--- src/hw/rtl/cdr_pkg.sv ---
// Shared constants, config register layout and saturation helper for the
// comb/delay reverberator. No dependencies.
package cdr_pkg;

  localparam int unsigned RING_DEPTH_DEF  = 16384;
  localparam int unsigned COMB_COUNT_DEF  = 4;
  localparam int unsigned DELAY_COUNT_DEF = 2;

  localparam int unsigned SAMPLE_W   = 16;
  localparam int unsigned FRAC_W     = 15;
  localparam int unsigned SAT_W      = 20;
  localparam int unsigned RING_LEN_W = 15;
  localparam int unsigned MIN_RING   = 1618;

  localparam int unsigned CFG_IDX_W  = 3;
  localparam int unsigned CFG_DATA_W = 16;

  localparam int unsigned CMD_DEPTH = 2;
  localparam int unsigned RES_DEPTH = 4;

  localparam int unsigned DELAY_W = 11;
  localparam logic [DELAY_W-1:0] COMB_DELAY [4] = '{11'd1557, 11'd1617, 11'd1491, 11'd1422};
  localparam logic [DELAY_W-1:0] LINE_DELAY [2] = '{11'd225, 11'd556};

  typedef enum logic [CFG_IDX_W-1:0] {
    REG_ENABLE    = 3'd0,
    REG_FB_GAIN   = 3'd1,
    REG_DRY_GAIN  = 3'd2,
    REG_WET_GAIN  = 3'd3,
    REG_RING_LEN  = 3'd4
  } cfg_reg_e;

  typedef struct packed {
    logic                  enable;
    logic [14:0]           feedback_gain;
    logic [15:0]           dry_gain;
    logic [15:0]           wet_gain;
    logic [RING_LEN_W-1:0] ring_length;
  } cfg_t;

  localparam cfg_t CFG_RESET = '{
    enable:        1'b0,
    feedback_gain: 15'd16384,
    dry_gain:      16'd16384,
    wet_gain:      16'd16384,
    ring_length:   15'd12000
  };

  function automatic logic signed [SAMPLE_W-1:0] sat_sample(input logic signed [SAT_W-1:0] x);
    logic signed [SAMPLE_W-1:0] r;
    if (x > SAT_W'(32767)) begin
      r = 16'sh7fff;
    end else if (x < -SAT_W'(32768)) begin
      r = 16'sh8000;
    end else begin
      r = x[SAMPLE_W-1:0];
    end
    return r;
  endfunction

endpackage

--- src/hw/rtl/cdr_front.sv ---
// Front end: accepts samples, marks them as bypass or reverb, owns the
// shared ring write pointer and pushes commands. Depends on cdr_pkg.
module cdr_front #(
  parameter  int unsigned RING_DEPTH = cdr_pkg::RING_DEPTH_DEF,
  localparam int unsigned AW         = $clog2(RING_DEPTH),
  localparam int unsigned LW         = $clog2(RING_DEPTH + 1),
  localparam int unsigned CMD_W      = 1 + cdr_pkg::SAMPLE_W + AW
) (
  input  logic                                clk_i,
  input  logic                                rst_ni,
  input  logic                                enable_i,
  input  logic [LW-1:0]                       ring_len_i,
  input  logic                                busy_i,
  input  logic                                in_valid_i,
  output logic                                in_ready_o,
  input  logic signed [cdr_pkg::SAMPLE_W-1:0] in_sample_i,
  output logic                                cmd_valid_o,
  input  logic                                cmd_ready_i,
  output logic [CMD_W-1:0]                    cmd_o
);

  import cdr_pkg::*;

  logic [AW-1:0] wp_q, wp_d;
  logic [AW-1:0] wp_eff;
  logic [LW-1:0] wp_inc;
  logic          accept;

  always_comb begin
    // a pointer left beyond a shortened ring restarts at zero
    wp_eff      = (LW'(wp_q) >= ring_len_i) ? '0 : wp_q;
    wp_inc      = LW'(wp_eff) + LW'(1);
    in_ready_o  = cmd_ready_i && !busy_i;
    cmd_valid_o = in_valid_i && !busy_i;
    cmd_o       = {!enable_i, in_sample_i, wp_eff};
    accept      = in_valid_i && in_ready_o;
    wp_d        = wp_q;
    // advance only when the item touches the rings
    if (accept && enable_i) begin
      wp_d = (wp_inc >= ring_len_i) ? '0 : wp_inc[AW-1:0];
    end
  end

  always_ff @(posedge clk_i or negedge rst_ni) begin
    if (!rst_ni) begin
      wp_q <= '0;
    end else begin
      wp_q <= wp_d;
    end
  end

endmodule

--- config.mk ---
export PLATFORM = sky130hd
export DESIGN_NAME = cdr_front
export DESIGN_NICKNAME = d
export VERILOG_FILES = /design/src/hw/rtl/cdr_pkg.sv /design/src/hw/rtl/cdr_front.sv
export SDC_FILE = /design/constraint.sdc
export NUM_CORES = 1
export LEC_CHECK = 0
export ABC_AREA = 1
export BUFFER_PORTS_ARGS = -buffer_cell sky130_fd_sc_hd__buf_2
export CORE_MARGIN = 2
export CORE_UTILIZATION = 30
export CTS_BUF_LIST = sky130_fd_sc_hd__clkbuf_16
export DETAILED_ROUTE_END_ITERATION = 10
export PLACE_DENSITY = 0.63
export SKIP_LAST_GASP = 1
export SYNTH_ARGS = -nofsm -noshare
export SYNTH_HDL_FRONTEND = slang
export SYNTH_SLANG_ARGS = --single-unit
--- constraint.sdc ---
create_clock -name clk_i -period 4.25 [get_ports clk_i]
set_input_delay 0.6375 -clock clk_i [delete_from_list [all_inputs] [get_ports clk_i]]
set_output_delay 0.6375 -clock clk_i [all_outputs]
set_load 0.01 [all_outputs]
==> impl_metrics.csv <==
group,metric,value,unit
clocking,cts.htree.levels,1,
global_routing,grt_start_max_net_pins,15,
synth,syn_area,2020,sq um
die,dieHeight,86.0,um
clocking,path_clk_slew,0.05,ns
synth,synthCells,299,
routing,wl_per_cell,13.8,um
critical_path,critPathMaxFanout,10,
synth,syn_area_per_cell,6.75,sq um
synth,ys.warnings.count,0,
die,core-area,6420,sq um
routing,drt_iter0_markers,100,
global_routing,grt_pass1_wl,9.25,mm
place,gp_congestion,0.891,
routing,route.met2.wl,2.73,mm
routing,drc_errors,0,
timing,fmax,0.245,GHz
place,portBuffers,37,
synth,ys_seq_area_share,17.3,%
clocking,cts-buffers-inserted,3,
clocking,ctsRootBufferMaster,"clkbuf_16",
pwr,power.leakage,1.36,nW
timing,tightestPinTransition,0.419,ns
routing,route.met3.wl,304,um
timing,hold_viol,0,
critical_path,cp-startpoint,"ring_len_i[10]",
routing,num_vias,2040,
place,dp_hpwl,4.36,mm
final_layout,area_growth,21.5,%
die,start_util,31.4,%
clocking,cts_hold_buf,0,
timing,period_share,96.1,%
final_layout,diodes,0,
critical_path,critPathLaunchType,"input pin",
synth,synth-seq-cells,14,
timing,drv_slew,0,
synth,syn_nets,366,
routing,routed_wirelength,5.71,mm
final_layout,largest_reg_flops,14,
timing,setup_viol_count_final,0,
die,die_w,86.0,um
final_layout,drive_above_1_share,27.5,%
final_layout,nets,406,
clocking,cts_tree,"done",
global_routing,grt_overflow,0,
routing,ant_nets,0,
hold_path,hold_path_class,"in -> async",
routing,drtPass1Iterations,4,
critical_path,worst-setup-path-type,"in -> reg",
final_layout,final_cell_mix,"nand2_1, inv_1, buf_2",
global_routing,antenna_found_initial,0,
timing,relSlewSlack,72.0,%
pwr,irDropWorstVdd,0.000148,V
outcome,status,"finished, final reports clean",
final_layout,reg.largest.list,"wp_q (14)",
synth,ys_types,31,
final_layout,post-route-util,38.2,%
timing,skew,0.000769,ns
routing,met1_length,2.57,mm
die,die-area,7400,sq um
final_layout,top_register,"wp_q",
pwr,cellPowerDensity,337,nW/um^2
timing,fin_crit,4.08,ns
pwr,finalPower,0.000827,W
run,maxCapViolCount,0,
global_routing,grt_pass1_vias,2015,
critical_path,arrival,4.20,ns
critical_path,end_kind,"flop",
routing,highest_layer,"met4",
die,fp-row-count,29,
routing,viasPerCell,4.92,
critical_path,rr_startpoint,"wp_q[10]",
global_routing,grt.total_usage,15.4,%
clocking,clk_latency,0.24,ns
die,io_pins,70,
clocking,clockBufferDepth,2,
clocking,clock_sink_count,14,
critical_path,critPathRequiredTime,4.37,ns
final_layout,final_common_cell,"nand2_1",
==> critical path, cell delays in order <==
cell,delay [ns]
buf_2,0.10
inv_4,0.05
ha_4,0.26
nand2_1,0.08
nor2_1,0.25
nand2_1,0.10
nor2_2,0.19
nor2_4,0.06
nand2_4,0.10
buf_4,0.11
buf_4,0.18
nor2_1,0.08
or2_1,0.20
nand2_1,0.09
inv_1,0.06
ha_1,0.31
nand2_1,0.06
o21ai_0,0.18
nand4_1,0.11
o211ai_1,0.10
nand2_1,0.07
nand4_1,0.31
clkinvlp_4,0.29
nand3_2,0.12
o21ai_0,0.09
==> logic make-up (layout without fill, tap and decap cells) <==
kind of cell,after synthesis,in the layout,share of synthesized area (%)
AOI/OAI and AO/OA,23,23,6.44
and+or+nand+nor,155,155,38.4
DFF,14,14,17.3
adders and majority gates,30,30,18.6
xor gates and xnor gates,2,2,1.24
buffers and inverters,75,114,18.0
==> synthesized netlist by cell type <==
cell / count / share of area (%)
nand2_2: 1 / 0.31
a21boi_2: 1 / 0.56
nand3b_1: 1 / 0.37
dfrtp_1: 14 / 17
ha_1: 30 / 19
nand3_1: 19 / 4.7
o22ai_1: 2 / 0.62
nand4_1: 16 / 5.0
a31oi_1: 1 / 0.31
xnor2_1: 1 / 0.43
o21a_1: 1 / 0.37
nor2b_1: 1 / 0.31
nand4_4: 2 / 2.1
a21oi_1: 9 / 2.2
o21ai_1: 3 / 0.74
xor2_2: 1 / 0.81
buf_4: 18 / 6.7
or2_1: 1 / 0.31
and2_4: 2 / 0.87
o211ai_1: 1 / 0.37
inv_2: 3 / 0.56
nor2_4: 3 / 1.7
nand2_1: 72 / 13
and2_1: 6 / 1.9
buf_6: 2 / 1.1
nor2_2: 5 / 1.5
nor2_1: 24 / 4.5
o21ai_0: 5 / 1.2
nor2_8: 1 / 0.99
inv_1: 52 / 9.7
nand3_2: 1 / 0.50
==> repair_timing <==
action                     in CTS  in global routing
setup endpoints to repair       0                 12
setup buffers                   0                 12
resized for setup               0                 24
==> power by group <==
part           switching, W  total (W)  internal [W]
clock network     0.0000616   0.000187      0.000125
logic              0.000255   0.000444      0.000189
registers         0.0000362   0.000197      0.000160
total              0.000353   0.000827      0.000474
==> per-layer routing <==
| metal | global-route usage (%) | vias up |
|---|---|---|
| met2 | 25.8 | 68 |
| li1 | - | 1022 |
| met4 | 4.76 | 0 |
| met3 | 2.12 | 13 |
| met1 | 20.4 | 937 |
| met5 | 0 | - |
==> layout make-up <==
type                       instances  area (sq um)
clock buffer                       3          75.1
clock inverter                     1          3.75
fill                             663          3970
inverter                          55           213
multi-input combinational        210          1380
sequential                        14           350
tap                               77          96.3
timing repair buffer              54           324
timing repair inverter             1          7.51
==> per-stage QoR <==
step | cell area (sq um) | worst slack [ns] | hold WS (ns) | instances | setup TNS, ns
after floorplan | 2020 | 0.223 | 0.342 | 299 | 0
after global placement | 2180 | -0.0352 | 0.509 | 398 | -0.0432
after detailed placement | 2180 | -0.0517 | 0.514 | 398 | -0.0995
after CTS | 2260 | 0.192 | 0.315 | 402 | 0
after global routing | 2450 | -0.136 | 0.325 | 415 | -1.26
final | 2450 | 0.167 | 0.304 | 415 | 0
==> final timing paths <==
kind / end / slack (ns) / cells after the start
worst max-delay path: wp_q[8] / 0.17 / 25
worst min-delay path: wp_q[1] / 0.30 / 1
worst max register to register: wp_q[8] / 0.23 / 23
worst min register to register: wp_q[13] / 0.53 / 2
max in group asynchronous: wp_q[7] / 3.68 / 1
min in group clk_i: wp_q[13] / 0.53 / 2
Power figures use the tool's default switching activity.
