`config.mk`:
```
export PLATFORM = sky130hd
export DESIGN_NAME = cdr_queue
export DESIGN_NICKNAME = d
export VERILOG_FILES = /design/src/hw/rtl/cdr_queue.sv
export SDC_FILE = /design/constraint.sdc
export NUM_CORES = 1
export LEC_CHECK = 0
export ABC_CLOCK_PERIOD_IN_PS = 4000
export BUFFER_PORTS_ARGS = -buffer_cell sky130_fd_sc_hd__clkbuf_2
export CAP_MARGIN = 10
export CORE_UTILIZATION = 54
export DETAILED_ROUTE_END_ITERATION = 7
export GPL_ROUTABILITY_DRIVEN = 0
export PLACE_DENSITY = 0.87
export SLEW_MARGIN = 20
export SYNTH_ARGS = -nofsm -noshare
export SYNTH_HDL_FRONTEND = slang
export SYNTH_SLANG_ARGS = --single-unit
```
`constraint.sdc`:
```
create_clock -name clk_i -period 4 [get_ports clk_i]
set_clock_uncertainty 0.1 [all_clocks]
set_input_delay 0.2 -clock clk_i [delete_from_list [all_inputs] [get_ports clk_i]]
set_output_delay 0.2 -clock clk_i [all_outputs]
set_load 0.02 [all_outputs]
```
`src/hw/rtl/cdr_queue.sv`:
```
// Small register FIFO with valid/ready on both sides.
// Used for the command queue and the result buffer; no package needed.
module cdr_queue #(
  parameter int unsigned WIDTH = 16,
  parameter int unsigned DEPTH = 2
) (
  input  logic             clk_i,
  input  logic             rst_ni,
  input  logic             in_valid_i,
  output logic             in_ready_o,
  input  logic [WIDTH-1:0] in_data_i,
  output logic             out_valid_o,
  input  logic             out_ready_i,
  output logic [WIDTH-1:0] out_data_o
);

  localparam int unsigned PW = (DEPTH > 1) ? $clog2(DEPTH) : 1;
  localparam int unsigned CW = $clog2(DEPTH + 1);

  logic [WIDTH-1:0] mem_q [DEPTH];
  logic [PW-1:0]    wr_ptr_q, wr_ptr_d;
  logic [PW-1:0]    rd_ptr_q, rd_ptr_d;
  logic [CW-1:0]    cnt_q, cnt_d;
  logic             push, pop;

  always_comb begin
    in_ready_o  = (cnt_q != CW'(DEPTH));
    out_valid_o = (cnt_q != '0);
    out_data_o  = mem_q[rd_ptr_q];
    push        = in_valid_i && in_ready_o;
    pop         = out_valid_o && out_ready_i;
    wr_ptr_d    = wr_ptr_q;
    rd_ptr_d    = rd_ptr_q;
    if (push) begin
      wr_ptr_d = (wr_ptr_q == PW'(DEPTH - 1)) ? '0 : wr_ptr_q + PW'(1);
    end
    if (pop) begin
      rd_ptr_d = (rd_ptr_q == PW'(DEPTH - 1)) ? '0 : rd_ptr_q + PW'(1);
    end
    cnt_d = cnt_q + CW'(push) - CW'(pop);
  end

  always_ff @(posedge clk_i or negedge rst_ni) begin
    if (!rst_ni) begin
      wr_ptr_q <= '0;
      rd_ptr_q <= '0;
      cnt_q    <= '0;
    end else begin
      wr_ptr_q <= wr_ptr_d;
      rd_ptr_q <= rd_ptr_d;
      cnt_q    <= cnt_d;
    end
  end

  always_ff @(posedge clk_i) begin
    if (push) begin
      mem_q[wr_ptr_q] <= in_data_i;
    end
  end

endmodule

```
==> impl_metrics.json, run 1 <==
{
  "grt_use_total_pct": 19.9,
  "holdBufCountCts": 17,
  "start_kind": "flip-flop",
  "setup_viol": 0,
  "drtPass1Iterations": 4,
  "finalPower_mw": 1.18,
  "pin_count": 38,
  "drv_slew": 0,
  "fillers": 136,
  "ys_warn_count": 0,
  "required_ps": 3700,
  "leakagePower_nw": 0.716,
  "dp_cells": 136,
  "cts_setup_buffers": 0,
  "die_w_um": 52.5,
  "whs_path_depth": 3,
  "clock_tree.htree_level_count": 2,
  "ys_top_cells_by_area": "edfxtp_1 70%, mux2_2 13%, dfrtp_1 7.3%, xnor2_1 1.9%, ha_1 0.91%",
  "synth.distinct_cells": 18,
  "syn_area_sq_um": 1380,
  "clkTransAtPathRegs_ps": 100,
  "vias": 829,
  "fp.dieH_um": 52.5,
  "fin_util_pct": 78.5,
  "grt.overflow.total": 0,
  "viasPerCell": 5.18,
  "worst_pin_slew_ps": 741,
  "cts_buffers": 5,
  "timing.rr.start": "cnt_q[0]",
  "synth_top_area_cell": "edfxtp_1",
  "die_area_sq_um": 2750,
  "mappedNetlistNets": 93,
  "grt_pass1_vias": 853,
  "slew_headroom_pct": 50.6,
  "avgSynthCellArea_sq_um": 19.1,
  "drtIter0Drc": 18,
  "dp_slack_ps": 2230,
  "root_buffer": "clkbuf_4",
  "timing.rr.end": "mem_q[1][14]",
  "path_max_fanout": 17,
  "fmax_mhz": 493,
  "synth_top_area_share_pct": 69.8,
  "grt_pass1_wl_um": 3690,
  "drc": 0,
  "wl_um": 2460,
  "tns_ps": 0,
  "min_period_over_period_pct": 50.7,
  "setup.worst_path.class": "flip-flop to output pin",
  "nets": 153,
  "cp-end-kind": "output pin",
  "min_delay_worst_endpoint": "rd_ptr_q",
  "cts_tree": "yes",
  "initial_utilization_pct": 59.9,
  "ctsResizeCount": 0,
  "area_growth_pct": 31.1,
  "clock_sinks": 36,
  "setup_ws_ps": 1970,
  "post_drt_wl_per_cell_um": 15.4,
  "rsz0062_at_grt": "false",
  "ant_nets": 0,
  "period_minus_slack_ps": 2030,
  "min-delay-start": "out_ready_i",
  "synth-seq-cells": 36,
  "grt_max_degree": 18,
  "rows": 17,
  "irDropWorstVdd_v": 0.000542,
  "reg2reg_depth": 2,
  "numPortBuffers": 37,
  "power.density_nw_per_um2": 656,
  "cts_buffer_depth": 2,
  "drive_above_1_share_pct": 46.2,
  "antenna_cells": 0,
  "critPathArrivalTime_ps": 1730,
  "max-cap-violations": 0,
  "outcome": "completed",
  "reg2reg_setup_slack_ps": 2260,
  "ys_seq_area_share_pct": 77.1,
  "dp_hpwl_um": 1600,
  "hold_viol_final": 0,
  "coreArea_sq_um": 2300,
  "clk_latency_ps": 320,
  "antenna_found_initial": 0,
  "final_cells": 160,
  "hold_class": "primary input to flip-flop",
  "syn-instance-count": 72
}
worst max path at each step:
stage                          end  cells past startpoint  slack [ps]      from
finish              out_data_o[10]                      2        1970  rd_ptr_q
floorplan              mem_q[0][0]                      3        2010  cnt_q[0]
global route        out_data_o[13]                      2        1910  rd_ptr_q
CTS                 out_data_o[10]                      2        1970  rd_ptr_q
global placement      mem_q[1][11]                      2        2330  cnt_q[0]
detailed placement     mem_q[1][9]                      2        2230  cnt_q[0]
state kept, by name (all words and copies together) (netlist names):
name,count
rd_ptr_q,1
wr_ptr_q,1
cnt_q,2
mem_q,32
power breakdown:
part | leakage [nW] | total (mW) | internal [mW] | switching (mW)
clock | 0.0281 | 0.173 | 0.0648 | 0.109
combinational | 0.343 | 0.422 | 0.187 | 0.235
sequential | 0.345 | 0.589 | 0.518 | 0.0703
total | 0.716 | 1.18 | 0.770 | 0.414
cell usage after synthesis, drive strengths merged:
cell    count
ha          1
nand2b      1
edfxtp     32
and3        1
nor2        3
or2         1
nand3       1
nand2       2
a32oi       1
buf         2
a21bo       1
dfrtp       4
nor2b       1
xnor2       3
mux2       16
a211oi      1
o21ai       1
routing by layer:
layer	wire length (um)	GRT usage (%)	part of all wire, %	up-vias
met5	0	0	0	-
met4	51	10.5	2.1	0
met3	99	4.35	4.0	6
met2	1330	34.8	54	28
met1	979	22.4	40	403
li1	-	-	-	392
cells by family after synthesis:
group | Yosys count | share of synthesized area (%)
flops | 36 | 77.1
compound gates | 4 | 2.27
simple gates | 10 | 3.55
buf+inv | 2 | 1.18
mux | 16 | 13.1
xor+xnor | 3 | 1.91
fa+ha+maj | 1 | 0.909
cell type report:
type                            instances  area, sq um  share of cell area (%)
Sequential cell                        36         1060                    58.8
Clock inverter                          1         5.00                   0.277
Timing Repair Buffer                   55          363                    20.1
Tap cell                               28         35.0                    1.94
Multi-Input combinational cell         34          299                    16.6
Clock buffer                            6         41.3                    2.29
stage by stage:
step                instance area, sq um  hold slack (ps)
floorplan                           1380             -196
global placement                    1590            -88.4
detailed placement                  1590            -83.6
CTS                                 1800             85.1
global route                        1800              103
finish                              1800             91.9
worst max-delay path: stages, from the launching register on:
cell and delay (ps):
dfrtp_1 820, mux2_2 420, clkbuf_2 160
layout by cell type, fill, tap and decap left out:
cell	count
clkinv_2	1
nand3_1	1
ha_1	1
and3_1	1
a32oi_1	1
nor2b_1	1
dlygate4sd3_1	17
xnor2_1	3
or2_2	1
o21ai_0	1
clkbuf_4	5
buf_4	1
nand2_1	2
a211oi_1	1
nor2_1	3
a21bo_1	1
clkbuf_1	1
mux2_2	16
edfxtp_1	32
dfrtp_1	4
nand2b_1	1
clkbuf_2	37
Note: power is estimated with default switching activity, not from simulation.
==> run 2, diff against run 1 <==
--- a/config.mk
+++ b/config.mk
@@ -5,13 +5,13 @@
 export SDC_FILE = /design/constraint.sdc
 export NUM_CORES = 1
 export LEC_CHECK = 0
-export ABC_CLOCK_PERIOD_IN_PS = 4000
+export ABC_CLOCK_PERIOD_IN_PS = 1800
 export BUFFER_PORTS_ARGS = -buffer_cell sky130_fd_sc_hd__clkbuf_2
 export CAP_MARGIN = 10
-export CORE_UTILIZATION = 54
+export CORE_UTILIZATION = 45
 export DETAILED_ROUTE_END_ITERATION = 7
 export GPL_ROUTABILITY_DRIVEN = 0
-export PLACE_DENSITY = 0.87
+export PLACE_DENSITY = 0.78
 export SLEW_MARGIN = 20
 export SYNTH_ARGS = -nofsm -noshare
 export SYNTH_HDL_FRONTEND = slang
==> constraint.sdc (replaced) <==
create_clock -name clk_i -period 1.8 [get_ports clk_i]
set_clock_uncertainty 0.1 [all_clocks]
set_input_delay 0.09 -clock clk_i [delete_from_list [all_inputs] [get_ports clk_i]]
set_output_delay 0.09 -clock clk_i [all_outputs]
set_load 0.02 [all_outputs]
==> impl_metrics.json, run 2 (synthesis gave the netlist of run 1 again) <==
{
  "mostFrequentLayoutCell": "clkbuf_2",
  "critPathMaxStageDelay_ps": 360,
  "initial_utilization_pct": 48.7,
  "outcome": "complete, but fails checks",
  "seq_power_share_pct": 42.8,
  "numPortBuffers": 37,
  "min_delay_worst_endpoint": "mem_q[0][9]",
  "crit_path_top_delay_cell": "dfrtp_1",
  "grt_max_degree": 17,
  "hold_viol_final": 0,
  "irDropWorstVdd_v": 0.000967,
  "pin_count": 38,
  "fmax_mhz": 637,
  "drc": 2,
  "reg2reg_setup_slack_ps": 400,
  "grt_pass1_wl_um": 3480,
  "combPwrFrac_pct": 37.3,
  "cts_buffer_depth": 2,
  "drive_above_1_share_pct": 48.6,
  "nets": 160,
  "period_minus_slack_ps": 1570,
  "start_kind": "flip-flop",
  "drtIter0Drc": 11,
  "grt.overflow.total": 0,
  "die_area_sq_um": 3280,
  "final_cell_mix": "37 x clkbuf_2, 32 x edfxtp_1, 20 x dlygate4sd3_1",
  "largest_reg_flops": 32,
  "slew_headroom_pct": 85.4,
  "setup_viol": 0,
  "min_period_over_period_pct": 87.3,
  "grt_pass1_vias": 852,
  "ant_nets": 0,
  "worst_pin_slew_ps": 219,
  "drtPass1Iterations": 6,
  "post_drt_wl_per_cell_um": 13.3,
  "setup_ws_ps": 229,
  "whs_path_depth": 2,
  "reg2reg_depth": 3,
  "violations": "design-rule violations",
  "tns_ps": 0,
  "drv_slew": 0,
  "switchingPower_mw": 0.957,
  "area_growth_pct": 38.6,
  "cts_setup_buffers": 0,
  "antenna_found_initial": 0,
  "required_ps": 1610,
  "die_w_um": 57.3,
  "rows": 19,
  "path_max_fanout": 9,
  "cts_tree": "yes",
  "p_int_mw": 1.92,
  "vias": 851,
  "power.density_nw_per_um2": 1510,
  "wl_um": 2270,
  "dp_hpwl_um": 1490,
  "viasPerCell": 4.98,
  "cp-end-kind": "output pin",
  "finalPower_mw": 2.87,
  "whs_ps": 377,
  "clkPwrFrac_pct": 19.9,
  "leakagePower_nw": 0.763,
  "switching_share_pct": 33.3,
  "clock_tree.htree_level_count": 2,
  "max-cap-violations": 0,
  "clock_sinks": 36,
  "antenna_cells": 0,
  "setup.worst_path.class": "flip-flop to output pin",
  "rsz0062_at_grt": "false",
  "hold_class": "primary input to flip-flop",
  "crit_chain": "buf_4 -> mux2_2 -> clkbuf_2",
  "timing.rr.end": "mem_q[1][13]",
  "min-delay-start": "in_data_i[9]",
  "cts_buffers": 5,
  "root_buffer": "clkbuf_4",
  "fp.dieH_um": 57.3,
  "dp_slack_ps": 405,
  "top_regs": "mem_q: 32 flops, cnt_q: 2 flops",
  "clkTransAtPathRegs_ps": 110,
  "timing.rr.start": "cnt_q[0]",
  "critPathArrivalTime_ps": 1380,
  "largest-register": "mem_q",
  "fin_util_pct": 67.4,
  "coreArea_sq_um": 2830,
  "clk_latency_ps": 330,
  "grt_use_total_pct": 15.4
}
==> run 2: changes by cell type in the layout (fill, tap and decap cells not counted), sizes merged <==
| cell | previous run | this run |
|---|---|---|
| clkinv | 1 | 0 |
| buf | 1 | 5 |
| clkbuf | 43 | 42 |
| dlygate4sd3 | 17 | 20 |
| clkinvlp | 0 | 1 |
| bufinv | 0 | 1 |
| inv | 0 | 1 |
==> run 2: layout make-up <==
cell class | instances | area (sq um)
Tap cell | 31 | 38.8
Multi-Input combinational cell | 34 | 302
Clock buffer | 5 | 37.5
Clock inverter | 3 | 46.3
Fill cell | 187 | 921
Sequential cell | 36 | 1060
Timing Repair Buffer | 62 | 423
==> run 2: through the flow <==
step / cells / cell area, sq um
after floorplan: 72 / 1380
after global placement: 143 / 1620
after detailed placement: 143 / 1620
after CTS: 171 / 1910
after global routing: 171 / 1910
final: 171 / 1910
==> run 2: how the worst max path moves through the flow <==
stage                   from             end  cells past startpoint  slack (ps)
floorplan           cnt_q[0]     mem_q[0][0]                      3          60
global placement    cnt_q[0]     mem_q[1][0]                      3         430
detailed placement  cnt_q[0]     mem_q[1][6]                      3         410
CTS                 rd_ptr_q  out_data_o[13]                      3         200
global route        rd_ptr_q   out_data_o[4]                      3         140
finish              rd_ptr_q   out_data_o[4]                      3         230
==> run 2: power groups by stage <==
stage	Clock (mW)	Combinational [mW]	Sequential (mW)
floorplan	0	0.734	1.23
global placement	0	1.02	1.24
detailed placement	0	1.05	1.25
CTS	0.591	1.08	1.23
global route	0.610	1.15	1.25
finish	0.570	1.07	1.23
==> run 2: critical path, delay by kind of cell, from the launching register on <==
family,cells,cell delay [ps]
buffers and inverters,2,330
multiplexers,1,340
flip-flops,1,360
==> run 2: layer usage <==
metal  vias up  part of all wire [%]  track usage [%]
met5         -                     0                0
met1       409                    38             15.2
met4         0                   2.2             7.67
met2        27                    54             27.7
li1        409                     -                -
met3         6                   5.4             6.12
==> run 2: what timing repair did <==
action	CTS	global route
hold buffers	20	0
hold endpoints to repair	38	0
resized for setup	0	0
==> run 3, diff against run 2 <==
--- a/config.mk
+++ b/config.mk
@@ -8,10 +8,12 @@
 export ABC_CLOCK_PERIOD_IN_PS = 1800
 export BUFFER_PORTS_ARGS = -buffer_cell sky130_fd_sc_hd__clkbuf_2
 export CAP_MARGIN = 10
-export CORE_UTILIZATION = 45
+export CELL_PAD_IN_SITES_DETAIL_PLACEMENT = 1
+export CELL_PAD_IN_SITES_GLOBAL_PLACEMENT = 1
+export CORE_UTILIZATION = 38
 export DETAILED_ROUTE_END_ITERATION = 7
 export GPL_ROUTABILITY_DRIVEN = 0
-export PLACE_DENSITY = 0.78
+export PLACE_DENSITY = 0.79
 export SLEW_MARGIN = 20
 export SYNTH_ARGS = -nofsm -noshare
 export SYNTH_HDL_FRONTEND = slang
==> impl_metrics.json, run 3 (synthesis gave the netlist of run 1 again) <==
{
  "outcome": "complete, but fails checks",
  "violations": "negative hold slack",
  "timing.rr.end": "mem_q[0][5]",
  "min-delay-start": "out_ready_i",
  "grt_pass1_wl_um": 4820,
  "timing.rr.start": "cnt_q[0]",
  "cts_setup_buffers": 0,
  "initial_utilization_pct": 40.3,
  "period_minus_slack_ps": 1670,
  "rsz0062_at_grt": "false",
  "fp.dieH_um": 62.2,
  "die_area_sq_um": 3870,
  "fmax_mhz": 600,
  "reg2reg_setup_slack_ps": 350,
  "worst_pin_slew_ps": 197,
  "grt_max_degree": 12,
  "critPathMaxStageDelay_ps": 490,
  "min_delay_worst_endpoint": "rd_ptr_q",
  "grt.overflow.total": 0,
  "antenna_found_initial": 0,
  "hold_class": "primary input to flip-flop",
  "clock_tree.htree_level_count": 2,
  "critPathArrivalTime_ps": 1480,
  "power.density_nw_per_um2": 1450,
  "rows": 21,
  "setup_viol": 0,
  "start_kind": "flip-flop",
  "vias": 847,
  "cts_tree": "yes",
  "largest-register": "mem_q",
  "post_drt_wl_per_cell_um": 14.9,
  "irDropWorstVdd_v": 0.000662,
  "dp_cells": 158,
  "cts_buffers": 5,
  "grt_pass1_vias": 947,
  "tns_ps": 0,
  "hold_viol_final": 1,
  "viasPerCell": 4.63,
  "dp_hpwl_um": 1840,
  "cts_buffer_depth": 2,
  "dp_slack_ps": 363,
  "max-cap-violations": 0,
  "drc": 0,
  "crit_chain": "buf_12 -> mux2_2 -> clkbuf_2",
  "root_buffer": "clkbuf_4",
  "min_period_over_period_pct": 92.5,
  "path_max_fanout": 11,
  "crit_path_top_delay_cell": "dfrtp_2",
  "final_cell_mix": "37 x clkbuf_2, 32 x edfxtp_1, 18 x dlygate4sd3_1",
  "reg2reg_depth": 4,
  "die_w_um": 62.2,
  "coreArea_sq_um": 3420,
  "nets": 158,
  "setup.worst_path.class": "flip-flop to output pin",
  "slew_headroom_pct": 86.8,
  "whs_ps": -1.35,
  "clkTransAtPathRegs_ps": 100,
  "setup_ws_ps": 134,
  "leakagePower_nw": 0.744,
  "wl_um": 2720,
  "pin_count": 38,
  "ant_nets": 0,
  "drv_slew": 0,
  "finalPower_mw": 2.74,
  "drtPass1Iterations": 2,
  "grt_use_total_pct": 16.6,
  "clk_latency_ps": 320,
  "final_cells": 183,
  "fillers": 357,
  "area_growth_pct": 36.8,
  "whs_path_depth": 3,
  "drive_above_1_share_pct": 48.9,
  "antenna_cells": 0,
  "largest_reg_flops": 32,
  "required_ps": 1610,
  "clock_sinks": 36,
  "final_cell_area_sq_um": 1880,
  "cp-end-kind": "output pin",
  "numPortBuffers": 37,
  "placement.cell_area_sq_um": 1660,
  "mostFrequentLayoutCell": "clkbuf_2",
  "top_regs": "mem_q: 32 flops, cnt_q: 2 flops",
  "drtIter0Drc": 20
}
run 3: repair_timing:
| action | CTS | global route |
|---|---|---|
| hold buffers | 18 | 0 |
| endpoints found under the hold margin | 36 | 0 |
| gates resized for setup | 0 | 1 |
| endpoints found under the setup margin | 0 | 11 |
run 3: report_power, final:
group,switching [mW],total [mW],internal [mW]
logic,0.593,1.08,0.491
clock network,0.239,0.383,0.144
registers,0.120,1.27,1.15
total,0.952,2.74,1.79
run 3: worst max path at each step:
stage,startpoint,to,cells past startpoint
6_report,rd_ptr_q,out_data_o[6],3
5_1_grt,rd_ptr_q,out_data_o[6],3
4_1_cts,rd_ptr_q,out_data_o[6],3
3_5_place_dp,cnt_q[0],mem_q[0][6],4
3_3_place_gp,cnt_q[0],mem_q[0][3],4
2_1_floorplan,cnt_q[0],mem_q[0][0],3
run 3: metal layers:
layer	vias up	global-route usage [%]	routed length, um
met5	-	0	0
li1	406	-	-
met3	2	4.23	116
met4	0	4.36	14
met2	26	31.5	1520
met1	413	18.3	1070
run 3: final cells by class:
| type | count | area (sq um) | share of cell area (%) |
|---|---|---|---|
| clock buffers | 6 | 41.3 | 2.19 |
| clock inverters | 1 | 5.00 | 0.266 |
| multi-input cells | 34 | 302 | 16.0 |
| well taps | 46 | 57.6 | 3.06 |
| repair buffers | 60 | 415 | 22.1 |
| flip-flops and latches | 36 | 1060 | 56.4 |
run 3: stage by stage:
stage | utilization [%] | hold WS [ps]
5_1_grt | 55.1 | 13.4
4_1_cts | 55.1 | 2.87
3_3_place_gp | 48.5 | -194
2_1_floorplan | - | -306
3_5_place_dp | 48.5 | -195
6_report | 55.1 | -1.35
run 3: critical path: cells and delay by family (launching register included):
kind | cells | cell delay (ps)
buffers and inverters | 2 | 330
flip-flops | 1 | 490
multiplexers | 1 | 340
